===== src/hw/rtl/nrd_pkg.sv =====
// Package for the non-restoring divider.
// Holds shared constants; used by the top level and the checker.
package nrd_pkg;

   // default operand width
   localparam int DEFAULT_WIDTH = 8;

endpackage


===== src/hw/rtl/nrd_cell.sv =====
// One non-restoring division step with its pipeline register.
// Depends on nrd_pkg; instantiated WIDTH times by non_restoring_divider.
module nrd_cell #(
   parameter int WIDTH = nrd_pkg::DEFAULT_WIDTH
) (
   input  logic             clock,
   input  logic             reset,
   // upstream side
   input  logic             in_valid,
   output logic             in_stall,
   input  logic [WIDTH+1:0] in_a,
   input  logic [WIDTH-1:0] in_q,
   input  logic [WIDTH-1:0] in_m,
   input  logic             in_dz,
   // downstream side
   output logic             out_valid,
   input  logic             out_stall,
   output logic [WIDTH+1:0] out_a,
   output logic [WIDTH-1:0] out_q,
   output logic [WIDTH-1:0] out_m,
   output logic             out_dz
);

   logic             valid_ff, valid_in;
   logic [WIDTH+1:0] a_ff, a_in;
   logic [WIDTH-1:0] q_ff, q_in;
   logic [WIDTH-1:0] m_ff;
   logic             dz_ff;
   logic [WIDTH+1:0] a_shift;
   logic [WIDTH+1:0] m_ext;

   // hold while full and the next cell cannot take the request
   assign in_stall = valid_ff && out_stall;

   // shift A:Q left, then subtract or add the divisor by the sign of A
   always_comb begin
      a_shift = {in_a[WIDTH:0], in_q[WIDTH-1]};
      m_ext   = {2'b00, in_m};
      if (!in_a[WIDTH+1]) begin
         a_in = a_shift - m_ext;
      end else begin
         a_in = a_shift + m_ext;
      end
      q_in = {in_q[WIDTH-2:0], ~a_in[WIDTH+1]};
   end

   assign valid_in = in_stall ? valid_ff : in_valid;

   // control
   always_ff @(posedge clock) begin
      if (reset) begin
         valid_ff <= 1'b0;
      end else begin
         valid_ff <= valid_in;
      end
   end

   // payload
   always_ff @(posedge clock) begin
      if (!in_stall && in_valid) begin
         a_ff  <= a_in;
         q_ff  <= q_in;
         m_ff  <= in_m;
         dz_ff <= in_dz;
      end
   end

   assign out_valid = valid_ff;
   assign out_a     = a_ff;
   assign out_q     = q_ff;
   assign out_m     = m_ff;
   assign out_dz    = dz_ff;

endmodule


===== src/hw/rtl/nrd_fix.sv =====
// Final remainder correction and response register of the divider.
// Depends on nrd_pkg; instantiated once by non_restoring_divider.
module nrd_fix #(
   parameter int WIDTH = nrd_pkg::DEFAULT_WIDTH
) (
   input  logic             clock,
   input  logic             reset,
   input  logic             in_valid,
   output logic             in_stall,
   input  logic [WIDTH+1:0] in_a,
   input  logic [WIDTH-1:0] in_q,
   input  logic [WIDTH-1:0] in_m,
   input  logic             in_dz,
   output logic             out_valid,
   input  logic             out_stall,
   output logic [WIDTH-1:0] out_quotient,
   output logic [WIDTH-1:0] out_remainder,
   output logic             out_dz
);

   logic             valid_ff, valid_in;
   logic [WIDTH-1:0] quot_ff, quot_in;
   logic [WIDTH-1:0] rem_ff, rem_in;
   logic             dz_ff;
   logic [WIDTH+1:0] a_fixed;

   assign in_stall = valid_ff && out_stall;

   // add the divisor back once if the remainder ended negative;
   // a zero divisor forces both fields to zero
   always_comb begin
      a_fixed = in_a[WIDTH+1] ? (in_a + {2'b00, in_m}) : in_a;
      if (in_dz) begin
         quot_in = '0;
         rem_in  = '0;
      end else begin
         quot_in = in_q;
         rem_in  = a_fixed[WIDTH-1:0];
      end
   end

   assign valid_in = in_stall ? valid_ff : in_valid;

   always_ff @(posedge clock) begin
      if (reset) begin
         valid_ff <= 1'b0;
      end else begin
         valid_ff <= valid_in;
      end
   end

   always_ff @(posedge clock) begin
      if (!in_stall && in_valid) begin
         quot_ff <= quot_in;
         rem_ff  <= rem_in;
         dz_ff   <= in_dz;
      end
   end

   assign out_valid     = valid_ff;
   assign out_quotient  = quot_ff;
   assign out_remainder = rem_ff;
   assign out_dz        = dz_ff;

endmodule


===== src/hw/rtl/non_restoring_divider.sv =====
// Top level of the pipelined unsigned non-restoring divider.
// Depends on nrd_pkg, nrd_cell and nrd_fix.
//
// Divides an unsigned WIDTH-bit dividend by an unsigned WIDTH-bit divisor
// and returns quotient and remainder; a zero divisor returns zeros with
// divide_by_zero set. The datapath is a chain of WIDTH step cells, one
// quotient bit per cell, followed by a correction and response register,
// so a request passes through each cell register, then the response register.
// One request is accepted every cycle when not stalled; each stage holds its
// request only while it is full and the stage after it is stalled, so empty
// slots close up and requests keep entering while a response waits to be taken.
module non_restoring_divider #(
   parameter int WIDTH = nrd_pkg::DEFAULT_WIDTH
) (
   input  logic             clock,
   input  logic             reset,
   input  logic             req_valid,
   output logic             req_stall,
   input  logic [WIDTH-1:0] req_dividend,
   input  logic [WIDTH-1:0] req_divisor,
   output logic             rsp_valid,
   input  logic             rsp_stall,
   output logic [WIDTH-1:0] rsp_quotient,
   output logic [WIDTH-1:0] rsp_remainder,
   output logic             rsp_divide_by_zero
);

   // links between neighboring cells; index 0 is the request port
   logic             valid_w [0:WIDTH];
   logic             stall_w [0:WIDTH];
   logic [WIDTH+1:0] a_w     [0:WIDTH];
   logic [WIDTH-1:0] q_w     [0:WIDTH];
   logic [WIDTH-1:0] m_w     [0:WIDTH];
   logic             dz_w    [0:WIDTH];

   // entry: partial remainder starts at zero
   assign valid_w[0] = req_valid;
   assign req_stall  = stall_w[0];
   assign a_w[0]     = '0;
   assign q_w[0]     = req_dividend;
   assign m_w[0]     = req_divisor;
   assign dz_w[0]    = (req_divisor == '0);

   // one step per cell
   for (genvar i = 0; i < WIDTH; i++) begin : g_cell
      nrd_cell #(.WIDTH(WIDTH)) u_cell (
         .clock     (clock),
         .reset     (reset),
         .in_valid  (valid_w[i]),
         .in_stall  (stall_w[i]),
         .in_a      (a_w[i]),
         .in_q      (q_w[i]),
         .in_m      (m_w[i]),
         .in_dz     (dz_w[i]),
         .out_valid (valid_w[i+1]),
         .out_stall (stall_w[i+1]),
         .out_a     (a_w[i+1]),
         .out_q     (q_w[i+1]),
         .out_m     (m_w[i+1]),
         .out_dz    (dz_w[i+1])
      );
   end

   // correction and response register
   nrd_fix #(.WIDTH(WIDTH)) u_fix (
      .clock         (clock),
      .reset         (reset),
      .in_valid      (valid_w[WIDTH]),
      .in_stall      (stall_w[WIDTH]),
      .in_a          (a_w[WIDTH]),
      .in_q          (q_w[WIDTH]),
      .in_m          (m_w[WIDTH]),
      .in_dz         (dz_w[WIDTH]),
      .out_valid     (rsp_valid),
      .out_stall     (rsp_stall),
      .out_quotient  (rsp_quotient),
      .out_remainder (rsp_remainder),
      .out_dz        (rsp_divide_by_zero)
   );

endmodule


===== config.mk =====
export PLATFORM = sky130hd
export DESIGN_NAME = non_restoring_divider
export DESIGN_NICKNAME = d
export VERILOG_FILES = /design/src/hw/rtl/nrd_pkg.sv /design/src/hw/rtl/nrd_cell.sv /design/src/hw/rtl/nrd_fix.sv /design/src/hw/rtl/non_restoring_divider.sv
export SDC_FILE = /design/constraint.sdc
export NUM_CORES = 1
export LEC_CHECK = 0
export BUFFER_PORTS_ARGS = -buffer_cell sky130_fd_sc_hd__buf_2
export CORE_ASPECT_RATIO = 1.2
export CORE_MARGIN = 10
export CORE_UTILIZATION = 50
export CTS_CLUSTER_SIZE = 14
export DETAILED_ROUTE_END_ITERATION = 8
export HOLD_SLACK_MARGIN = 0.06
export PLACE_DENSITY = 0.67
export SYNTH_ARGS = -nofsm -noshare
export SYNTH_HDL_FRONTEND = slang
export SYNTH_SLANG_ARGS = --single-unit

===== constraint.sdc =====
create_clock -name clock -period 4.7 [get_ports clock]
set_clock_uncertainty 0.2 [all_clocks]
set_input_delay 0.705 -clock clock [delete_from_list [all_inputs] [get_ports clock]]
set_output_delay 0.705 -clock clock [all_outputs]
set_load 0.01 [all_outputs]

==> results.sh, run 1 <==
export IMPL_wire_per_inst_um=15.5
export IMPL_rr_startpoint="g_cell[5].u_cell.out_m[0]$_DFFE_PP_"
export IMPL_slew_headroom_pct=31.6
export IMPL_final_cell_mix="edfxtp_1, nor2_1, ha_1"
export IMPL_htreeDepth=1
export IMPL_initial_utilization_pct=50.6
export IMPL_fin_crit_sh_pct=65.2
export IMPL_cp_end_kind="flop"
export IMPL_cap_violations=0
export IMPL_dieArea_um2=29800
export IMPL_cp_start_kind="flop"
export IMPL_path_max_fanout=5
export IMPL_finalPower_w=0.00467
export IMPL_fp_dieW_um=159
export IMPL_synth_warnings=0
export IMPL_wl_um=19500
export IMPL_syn_instance_count=865
export IMPL_syn_to_final_growth_pct=12.0
export IMPL_io_pins=39
export IMPL_antenna_found_initial=0
export IMPL_required_ns=4.76
export IMPL_grt_usage_pct=13.0
export IMPL_slew_violations=0
export IMPL_synth_compound_area_share_pct=8.80
export IMPL_numCtsBuffers=24
export IMPL_place_inst=1215
export IMPL_coreArea_um2=23000
export IMPL_fin_util_pct=56.7
export IMPL_ys_seq_area_share_pct=61.1
export IMPL_synthAdderAreaFrac_pct=9.85
export IMPL_status="completed"
export IMPL_power_density_nw_per_um2=357
export IMPL_io_buffers=38
export IMPL_die_h_um=187
export IMPL_cts_path_max_buffers=3
export IMPL_synth_edff_count=231
export IMPL_synth_seq_cells=240
export IMPL_clock_sinks=240
export IMPL_antenna_cells=0
export IMPL_fmax_mhz=326
export IMPL_cts_tree="done"
export IMPL_synth_nets=972
export IMPL_postCtsResizedCells=0
export IMPL_hpwl_um=15000
export IMPL_hp_class="input pin to flop"
export IMPL_setup_viol=0
export IMPL_ys_types=48
export IMPL_synthesis_area_um2=11700
export IMPL_syn_area_per_cell_um2=13.5
export IMPL_min_from="req_dividend[1]"
export IMPL_regToRegSetupSlack_ns=1.63
export IMPL_drt_first_pass_iters=4
export IMPL_fin_cells=1259
export IMPL_grt_pass1_vias=6968
export IMPL_synthMuxAreaShare_pct=0.945
export IMPL_cts_root_buf="clkbuf_16"
export IMPL_final_common_cell="edfxtp_1"
export IMPL_tns_ns=0
export IMPL_synthSimpleGateAreaFrac_pct=9.00
export IMPL_ant_nets=0
export IMPL_via_count=6682
export IMPL_critPathKind="flop to flop"
export IMPL_globalplace_congestion=0.864
export IMPL_synthArstFlopShare_pct=0
export IMPL_drt_initial_drc_count=182
export IMPL_postCtsSetupBuffers=0
export IMPL_worst_pin_slew_ns=1.02
export IMPL_critical_path_startpoint="g_cell[5].u_cell.out_m[0]$_DFFE_PP_"
export IMPL_power_leakage_nw=4.83
export IMPL_hold_violations=0
export IMPL_grt_pass1_wl_um=32400
export IMPL_vdd_drop_max_mv=0.332
export IMPL_fin_crit_ns=3.07
export IMPL_grt_max_degree=28
export IMPL_synth_ff_type="edfxtp_1"
export IMPL_rsz0062_at_grt="false"
export IMPL_clk_latency_ns=0.52
export IMPL_final_layout_size_suffix_gt1_share_pct=12.1
export IMPL_via_per_inst=5.31
export IMPL_grt_overflow_total=0
export IMPL_synth_top_family_by_area="adder cells"
export IMPL_synth_xor_area_share_pct=8.64
export IMPL_nets=1033
export IMPL_rows=61
export IMPL_holdBufCountCts=0
export IMPL_drc_errors=0
export IMPL_arrival_ns=3.12
export IMPL_clkTransAtPathRegs_ns=0.06
## sequential cells by signal, summed over array words and instances, names as in the netlist
name,cells
g_cell.u_cell.out_a,78
g_cell.u_cell.out_m,64
g_cell.u_cell.out_q,64
g_cell.u_cell.out_dz,8
g_cell.u_cell.out_valid,8
u_fix.out_quotient,8
u_fix.out_remainder,8
u_fix.out_dz,1
u_fix.out_valid,1
## logic make-up after synthesis
kind of cell,Yosys count
and+or+nand+nor,210
DFF,240
xor gates and xnor gates,115
muxes,10
adders and majority gates,87
buffers and inverters,53
AOI/OAI and AO/OA,150
## layer usage
layer | track usage [%] | wire (µm) | vias to the layer above | part of all wire [%]
li1 | - | - | 3336 | -
met1 | 10.5 | 6250 | 3194 | 32
met2 | 28.5 | 11900 | 111 | 61
met3 | 2.29 | 699 | 41 | 3.6
met4 | 5.32 | 620 | 0 | 3.2
met5 | 0 | 0 | - | 0
## where the power goes
part | switching (W) | internal, W | leakage, nW | total, W
Clock | 0.000761 | 0.00108 | 0.388 | 0.00184
Combinational | 0.000214 | 0.000176 | 2.27 | 0.000389
Sequential | 0.0000278 | 0.00241 | 2.17 | 0.00243
## Yosys cell counts (11+ instances only)
| cell type | count | area (µm²) |
|---|---|---|
| nor2_1 | 93 | 349 |
| xnor2_1 | 44 | 385 |
| nor3_1 | 34 | 170 |
| o21ai_0 | 11 | 55.1 |
| edfxtp_1 | 231 | 6940 |
| a211oi_1 | 13 | 97.6 |
| nand3_1 | 17 | 85.1 |
| a21o_1 | 15 | 113 |
| nand2_1 | 19 | 71.3 |
| ha_1 | 79 | 988 |
| xor2_1 | 71 | 622 |
| a31oi_1 | 17 | 106 |
| nor2b_1 | 20 | 125 |
| inv_1 | 42 | 158 |
| a21oi_1 | 53 | 265 |
## cell type report
cell class / instances / area (µm²)
Timing Repair Buffer: 46 / 250
Inverter: 42 / 158
Sequential cell: 240 / 7120
Multi-Input combinational cell: 572 / 4370
Clock inverter: 12 / 80.1
Tap cell: 315 / 394
Clock buffer: 32 / 692
Fill cell: 1904 / 9990
## per-stage QoR
step           hold WS, ns  setup slack (ns)  area, µm²
2_1_floorplan        0.200             0.674      11700
4_1_cts              0.136              1.65      13100
3_5_place_dp         0.205              1.66      12300
3_3_place_gp         0.202              1.71      12300
6_report             0.158              1.63      13100
5_1_grt              0.134              1.44      13100
## worst max-delay path, cell delays in order (launching register included)
cell and delay [ns]:
edfxtp_1 0.48, inv_1 0.07, ha_1 0.28, mux2_2 0.29, fa_1 0.46, a21oi_1 0.16
nor2b_1 0.07, o31a_1 0.26, o41ai_1 0.42, xnor2_1 0.11
## path summary, 6_finish.rpt
| path | end | cells past startpoint |
|---|---|---|
| max | g_cell[6].u_cell.out_a[8]$_DFFE_PP_ | 9 |
| min | g_cell[0].u_cell.out_q[2]$_DFFE_PP_ | 1 |
| max reg2reg | g_cell[6].u_cell.out_a[8]$_DFFE_PP_ | 9 |
| min reg2reg | g_cell[3].u_cell.out_q[6]$_DFFE_PP_ | 0 |
Note: power is estimated with default switching activity, not from simulation.
==> inputs of run 2 (changes only) <==
--- a/config.mk
+++ b/config.mk
@@ -5,6 +5,7 @@
 export SDC_FILE = /design/constraint.sdc
 export NUM_CORES = 1
 export LEC_CHECK = 0
+export ABC_AREA = 1
 export BUFFER_PORTS_ARGS = -buffer_cell sky130_fd_sc_hd__buf_2
 export CORE_ASPECT_RATIO = 1.2
 export CORE_MARGIN = 10
@@ -12,7 +13,7 @@
 export CTS_CLUSTER_SIZE = 14
 export DETAILED_ROUTE_END_ITERATION = 8
 export HOLD_SLACK_MARGIN = 0.06
-export PLACE_DENSITY = 0.67
+export PLACE_DENSITY = 0.7
 export SYNTH_ARGS = -nofsm -noshare
 export SYNTH_HDL_FRONTEND = slang
 export SYNTH_SLANG_ARGS = --single-unit
==> constraint.sdc (replaced) <==
create_clock -name clock -period 2.5 [get_ports clock]
set_clock_uncertainty 0.2 [all_clocks]
set_input_delay 0.375 -clock clock [delete_from_list [all_inputs] [get_ports clock]]
set_output_delay 0.375 -clock clock [all_outputs]
set_load 0.01 [all_outputs]
==> results.sh, run 2 <==
export IMPL_status="finished with violations"
export IMPL_violations="setup timing"
export IMPL_power_density_nw_per_um2=615
export IMPL_antenna_cells=0
export IMPL_synthTopCellsByCount="edfxtp_1, nand2_1, inv_1"
export IMPL_slew_headroom_pct=59.4
export IMPL_grt_pass1_wl_um=38500
export IMPL_arrival_ns=2.66
export IMPL_synth_top_area_share_pct=56.6
export IMPL_synth_most_common_cell="edfxtp_1"
export IMPL_largest_reg_flops=78
export IMPL_clock_sinks=240
export IMPL_fin_crit_ns=2.57
export IMPL_synth_seq_cells=240
export IMPL_place_inst=1518
export IMPL_synth_top_area_cell="edfxtp_1"
export IMPL_p_int_w=0.00714
export IMPL_rows=62
export IMPL_syn_to_final_growth_pct=26.8
export IMPL_via_per_inst=5.03
export IMPL_synth_edff_count=231
export IMPL_wire_per_inst_um=14.9
export IMPL_fmax_mhz=389
export IMPL_fin_cells=1639
export IMPL_io_pins=39
export IMPL_clk_latency_ns=0.53
export IMPL_cts_tree="done"
export IMPL_die_h_um=192
export IMPL_wl_met3_um=858
export IMPL_numCtsBuffers=25
export IMPL_grt_max_degree=28
export IMPL_hp_class="input pin to flop"
export IMPL_synthAdderAreaFrac_pct=9.37
export IMPL_highest_layer="met4"
export IMPL_wl_met1_um=8650
export IMPL_setup_viol=8
export IMPL_final_layout_size_suffix_gt1_share_pct=31.2
export IMPL_hpwl_um=17400
export IMPL_power_leakage_nw=6.56
export IMPL_io_buffers=38
export IMPL_grt_pass1_vias=8390
export IMPL_met2RoutedLength_um=13900
export IMPL_hold_violations=0
export IMPL_cts_path_max_buffers=3
export IMPL_cp_end_kind="flop"
export IMPL_drc_errors=0
export IMPL_drt_first_pass_iters=4
export IMPL_netSwitchingPower_w=0.00242
export IMPL_synthesis_area_um2=12300
export IMPL_antenna_found_initial=0
export IMPL_p_comb_share_pct=15.8
export IMPL_globalplace_congestion=0.924
export IMPL_synth_compound_area_share_pct=5.65
export IMPL_ys_seq_area_share_pct=58.0
export IMPL_critPathKind="flop to flop"
export IMPL_via_count=8248
export IMPL_fillers=1755
export IMPL_synth_warnings=0
export IMPL_synthMuxAreaShare_pct=0
export IMPL_fin_ws_ns=-0.0705
export IMPL_synth_top_family_by_area="simple AND/OR/NAND/NOR gates"
export IMPL_cts_root_buf="clkbuf_16"
export IMPL_final_common_cell="edfxtp_1"
export IMPL_worst_pin_slew_ns=0.609
export IMPL_fin_crit_sh_pct=103
export IMPL_coreArea_um2=24000
export IMPL_rsz0062_at_grt="true"
export IMPL_fin_util_pct=64.6
export IMPL_dieArea_um2=31200
export IMPL_clockPowerShare_pct=35.1
export IMPL_clkTransAtPathRegs_ns=0.06
export IMPL_synth_xor_area_share_pct=7.43
export IMPL_yosys_top_cells_area="edfxtp_1, ha_1, xor2_1"
export IMPL_ys_types=41
export IMPL_nets=1409
export IMPL_place_area_um2=13300
export IMPL_fp_dieW_um=163
export IMPL_syn_instance_count=1104
export IMPL_pwr_share_seq_pct=49.0
export IMPL_synth_ff_type="edfxtp_1"
export IMPL_htreeDepth=1
export IMPL_final_cell_mix="edfxtp_1, nand2_1, inv_1"
export IMPL_synth_nets=1211
export IMPL_path_max_fanout=2
export IMPL_vdd_drop_max_mv=0.468
export IMPL_syn_area_per_cell_um2=11.1
export IMPL_netSwitchingFraction_pct=25.3
export IMPL_synthSimpleGateAreaFrac_pct=14.2
export IMPL_cap_violations=0
export IMPL_drt_initial_drc_count=396
export IMPL_required_ns=2.59
export IMPL_ant_nets=0
export IMPL_finalPower_w=0.00956
export IMPL_wl_um=24500
export IMPL_slew_violations=0
export IMPL_initial_utilization_pct=51.0
export IMPL_grt_overflow_total=0
export IMPL_grt_usage_pct=15.0
export IMPL_synthArstFlopShare_pct=0
export IMPL_cp_start_kind="flop"
export IMPL_design_area_um2=15500
-- run 2: kinds of logic (layout without fill, tap and decap cells) --
| family | count (synthesis) | count (layout) |
|---|---|---|
| AND/OR/NAND/NOR | 378 | 378 |
| buffers and inverters | 175 | 390 |
| adder cells (fa/ha/maj) | 87 | 87 |
| AO/OA/AOI/OAI | 120 | 120 |
| XOR/XNOR | 104 | 104 |
| flip-flops | 240 | 240 |
-- run 2: routing by layer --
metal / global-route usage, % / vias to the layer above
met4: 7.47 / 0
met5: 0 / -
met2: 29.8 / 135
met1: 14.3 / 3917
met3: 2.60 / 68
li1: - / 4128
-- run 2: repair_timing --
item                                    CTS  global route
hold buffers                             19             0
pin swaps                                58           103
cloned                                    0             0
hold endpoints to repair                 32             0
endpoints found under the setup margin   19            37
buffers inserted                         30            30
gates resized for setup                  58           134
-- run 2: power groups by stage --
stage | clock network (W) | registers, W | logic, W
2_1_floorplan | 0 | 0.00474 | 0.000837
6_report | 0.00336 | 0.00469 | 0.00151
3_3_place_gp | 0 | 0.00476 | 0.00114
3_5_place_dp | 0 | 0.00477 | 0.00117
5_1_grt | 0.00363 | 0.00470 | 0.00167
4_1_cts | 0.00346 | 0.00469 | 0.00130
-- run 2: final cells by class --
cell class                 count  area, µm²  area share, %
timing repair buffer         175       1330           8.56
multi-input combinational    689       5310           34.2
inverter                     171        646           4.15
clock buffer                  29        641           4.12
tap                          320        400           2.58
clock inverter                15        100          0.644
sequential                   240       7120           45.8
-- run 2: path summary, 6_finish.rpt --
check / slack (ns) / depth (start not counted) / start / endpoint
max: -0.07 / 13 / g_cell[0].u_cell.out_m[0]$_DFFE_PP_ / g_cell[1].u_cell.out_q[0]$_DFFE_PP_
min: 0.11 / 4 / req_dividend[7] / g_cell[0].u_cell.out_a[0]$_DFFE_PP_
max reg2reg: -0.07 / 13 / g_cell[0].u_cell.out_m[0]$_DFFE_PP_ / g_cell[1].u_cell.out_q[0]$_DFFE_PP_
min reg2reg: 0.22 / 0 / g_cell[6].u_cell.out_dz$_DFFE_PP_ / g_cell[7].u_cell.out_dz$_DFFE_PP_
-- run 2: worst max-delay path, stage by stage (launching register included) --
cell,delay [ns]
edfxtp_1,0.41
inv_2,0.13
ha_4,0.16
nand3_4,0.08
nor3_4,0.14
or2_4,0.14
xor2_1,0.15
ha_1,0.28
a21oi_2,0.20
nor2_2,0.07
a211oi_4,0.16
nand2_1,0.09
nand2_1,0.06
nand2_1,0.05
-- run 2: stage by stage --
stage          TNS, ns  hold slack (ns)  setup slack (ns)
5_1_grt          -2.92            0.132            -0.215
3_3_place_gp    -0.493            0.201           -0.0709
3_5_place_dp     -1.49            0.205            -0.177
6_report        -0.403            0.112           -0.0705
2_1_floorplan  -0.0718            0.200           -0.0348
4_1_cts         -0.111           0.0947           -0.0398
==> inputs of run 3 (changes only) <==
--- a/config.mk
+++ b/config.mk
@@ -7,7 +7,6 @@
 export LEC_CHECK = 0
 export ABC_AREA = 1
 export BUFFER_PORTS_ARGS = -buffer_cell sky130_fd_sc_hd__buf_2
-export CORE_ASPECT_RATIO = 1.2
 export CORE_MARGIN = 10
 export CORE_UTILIZATION = 50
 export CTS_CLUSTER_SIZE = 14
==> constraint.sdc (replaced) <==
create_clock -name clock -period 2.5 [get_ports clock]
set_clock_uncertainty 0.2 [all_clocks]
set_input_delay 0.375 -clock clock [delete_from_list [all_inputs] [get_ports clock]]
set_output_delay 0.375 -clock clock [all_outputs]
set_load 0.05 [all_outputs]
==> results.sh, run 3 (same netlist as run 2, synthesis figures left out) <==
export IMPL_drt_first_pass_iters=4
export IMPL_drc_errors=0
export IMPL_power_leakage_nw=6.53
export IMPL_nets=1405
export IMPL_die_h_um=177
export IMPL_clock_sinks=240
export IMPL_fmax_mhz=388
export IMPL_via_per_inst=4.92
export IMPL_cp_cell_sequence="inv_2 -> ha_4 -> inv_2 -> nor2_4 -> inv_2 -> nor2_2 -> nand2_1 -> nand2_1 -> xor2_1 -> ha_1 -> inv_2 -> o21bai_4 -> a21boi_2 -> nand3_2 -> nand2_1 -> nand2_1"
export IMPL_hp_class="input pin to flop"
export IMPL_cts_tree="done"
export IMPL_largest_reg_flops=78
export IMPL_slowest_delay_ns=0.41
export IMPL_fin_ws_ns=-0.0781
export IMPL_antenna_cells=0
export IMPL_cts_root_buf="clkbuf_16"
export IMPL_drt_initial_drc_count=341
export IMPL_cpMaxStageDelayCell="edfxtp_1"
export IMPL_grt_pass1_wl_um=38200
export IMPL_wl_um=23600
export IMPL_io_pins=39
export IMPL_cp_start_kind="flop"
export IMPL_clk_latency_ns=0.52
export IMPL_via_count=8070
export IMPL_grt_pass1_vias=8198
export IMPL_coreArea_um2=24200
export IMPL_fin_util_pct=63.6
export IMPL_path_max_fanout=3
export IMPL_dieArea_um2=31200
export IMPL_cp_end_kind="flop"
export IMPL_htreeDepth=1
export IMPL_wire_per_inst_um=14.4
export IMPL_io_buffers=38
export IMPL_globalplace_congestion=0.885
export IMPL_antenna_found_initial=0
export IMPL_vdd_drop_max_mv=0.602
export IMPL_clkTransAtPathRegs_ns=0.06
export IMPL_grt_overflow_total=0
export IMPL_cap_violations=0
export IMPL_grt_max_degree=28
export IMPL_status="finished with violations"
export IMPL_ant_nets=0
export IMPL_crit_family="simple AND/OR/NAND/NOR gates"
export IMPL_power_density_nw_per_um2=645
export IMPL_final_common_cell="edfxtp_1"
export IMPL_worst_pin_slew_ns=0.655
export IMPL_final_cell_mix="edfxtp_1, nand2_1, inv_1"
export IMPL_violations="setup timing"
export IMPL_finalPower_w=0.00996
export IMPL_initial_utilization_pct=50.6
export IMPL_required_ns=2.58
export IMPL_slew_violations=0
export IMPL_fin_crit_ns=2.58
export IMPL_cts_path_max_buffers=3
export IMPL_numCtsBuffers=26
export IMPL_slew_headroom_pct=56.3
export IMPL_grt_usage_pct=14.7
export IMPL_final_layout_size_suffix_gt1_share_pct=30.0
export IMPL_rows=57
export IMPL_path_buf_inv=4
export IMPL_arrival_ns=2.66
export IMPL_hold_violations=0
export IMPL_setup_viol=10
export IMPL_syn_to_final_growth_pct=25.9
export IMPL_fp_dieW_um=177
export IMPL_tns_ns=-0.393
export IMPL_critPathKind="flop to flop"
export IMPL_rsz0062_at_grt="true"
export IMPL_hpwl_um=16400
export IMPL_fin_crit_sh_pct=103
==> run 3: routing by layer <==
| layer | share of wire, % | vias up | GRT usage [%] |
|---|---|---|---|
| met5 | 0 | - | 0 |
| met4 | 2.6 | 0 | 4.31 |
| met3 | 3.2 | 42 | 2.31 |
| met2 | 54 | 102 | 28.3 |
| met1 | 40 | 3797 | 16.1 |
| li1 | - | 4129 | - |
==> run 3: final cells by class <==
cell class / count / area, µm²
fill: 1830 / 8810
sequential: 240 / 7120
multi-input combinational: 689 / 5140
timing repair buffer: 170 / 1250
tap: 324 / 405
clock buffer: 28 / 679
inverter: 171 / 646
clock inverter: 19 / 193
==> run 3: path summary, 6_finish.rpt <==
path / from / slack, ns / end / cells past startpoint
max: g_cell[1].u_cell.out_m[1]$_DFFE_PP_ / -0.08 / g_cell[2].u_cell.out_a[9]$_DFFE_PP_ / 16
max reg2reg: g_cell[1].u_cell.out_m[1]$_DFFE_PP_ / -0.08 / g_cell[2].u_cell.out_a[9]$_DFFE_PP_ / 16
min reg2reg: g_cell[4].u_cell.out_q[6]$_DFFE_PP_ / 0.21 / g_cell[5].u_cell.out_q[7]$_DFFE_PP_ / 0
min: rsp_stall / 0.10 / g_cell[7].u_cell.out_valid$_SDFFE_PP0P_ / 5
==> run 3: report_power, final <==
group          switching, W  leakage, nW  internal [W]  total (W)
Clock               0.00156        0.409       0.00228    0.00385
Sequential        0.0000747         2.19       0.00461    0.00468
Combinational      0.000790         3.93      0.000638    0.00143
Total               0.00243         6.53       0.00753    0.00996
==> run 3: per-stage QoR <==
step                area (µm²)  worst slack [ns]  hold slack, ns  instances
floorplan                12300           -0.0348           0.200       1104
global placement         13300           -0.0616           0.202       1519
detailed placement       13300            -0.215           0.205       1519
CTS                      14800           -0.0602          0.0776       1611
global route             15400            -0.197           0.109       1641
finish                   15400           -0.0781           0.104       1641
==> run 3: what timing repair did <==
action / in CTS / in global routing
endpoints found under the setup margin: 16 / 34
setup buffers: 26 / 37
endpoints found under the hold margin: 32 / 0
hold buffers: 20 / 0
gates resized for setup: 44 / 112
pin swaps: 54 / 95
==> run 3: worst register-to-register path, delay by kind of cell, from the launching register on <==
kind | cells | cell delay, ns
fa+ha+maj | 2 | 0.43
compound gates | 2 | 0.24
simple gates | 7 | 0.62
flops | 1 | 0.41
buf+inv | 4 | 0.29
xor+xnor | 1 | 0.15
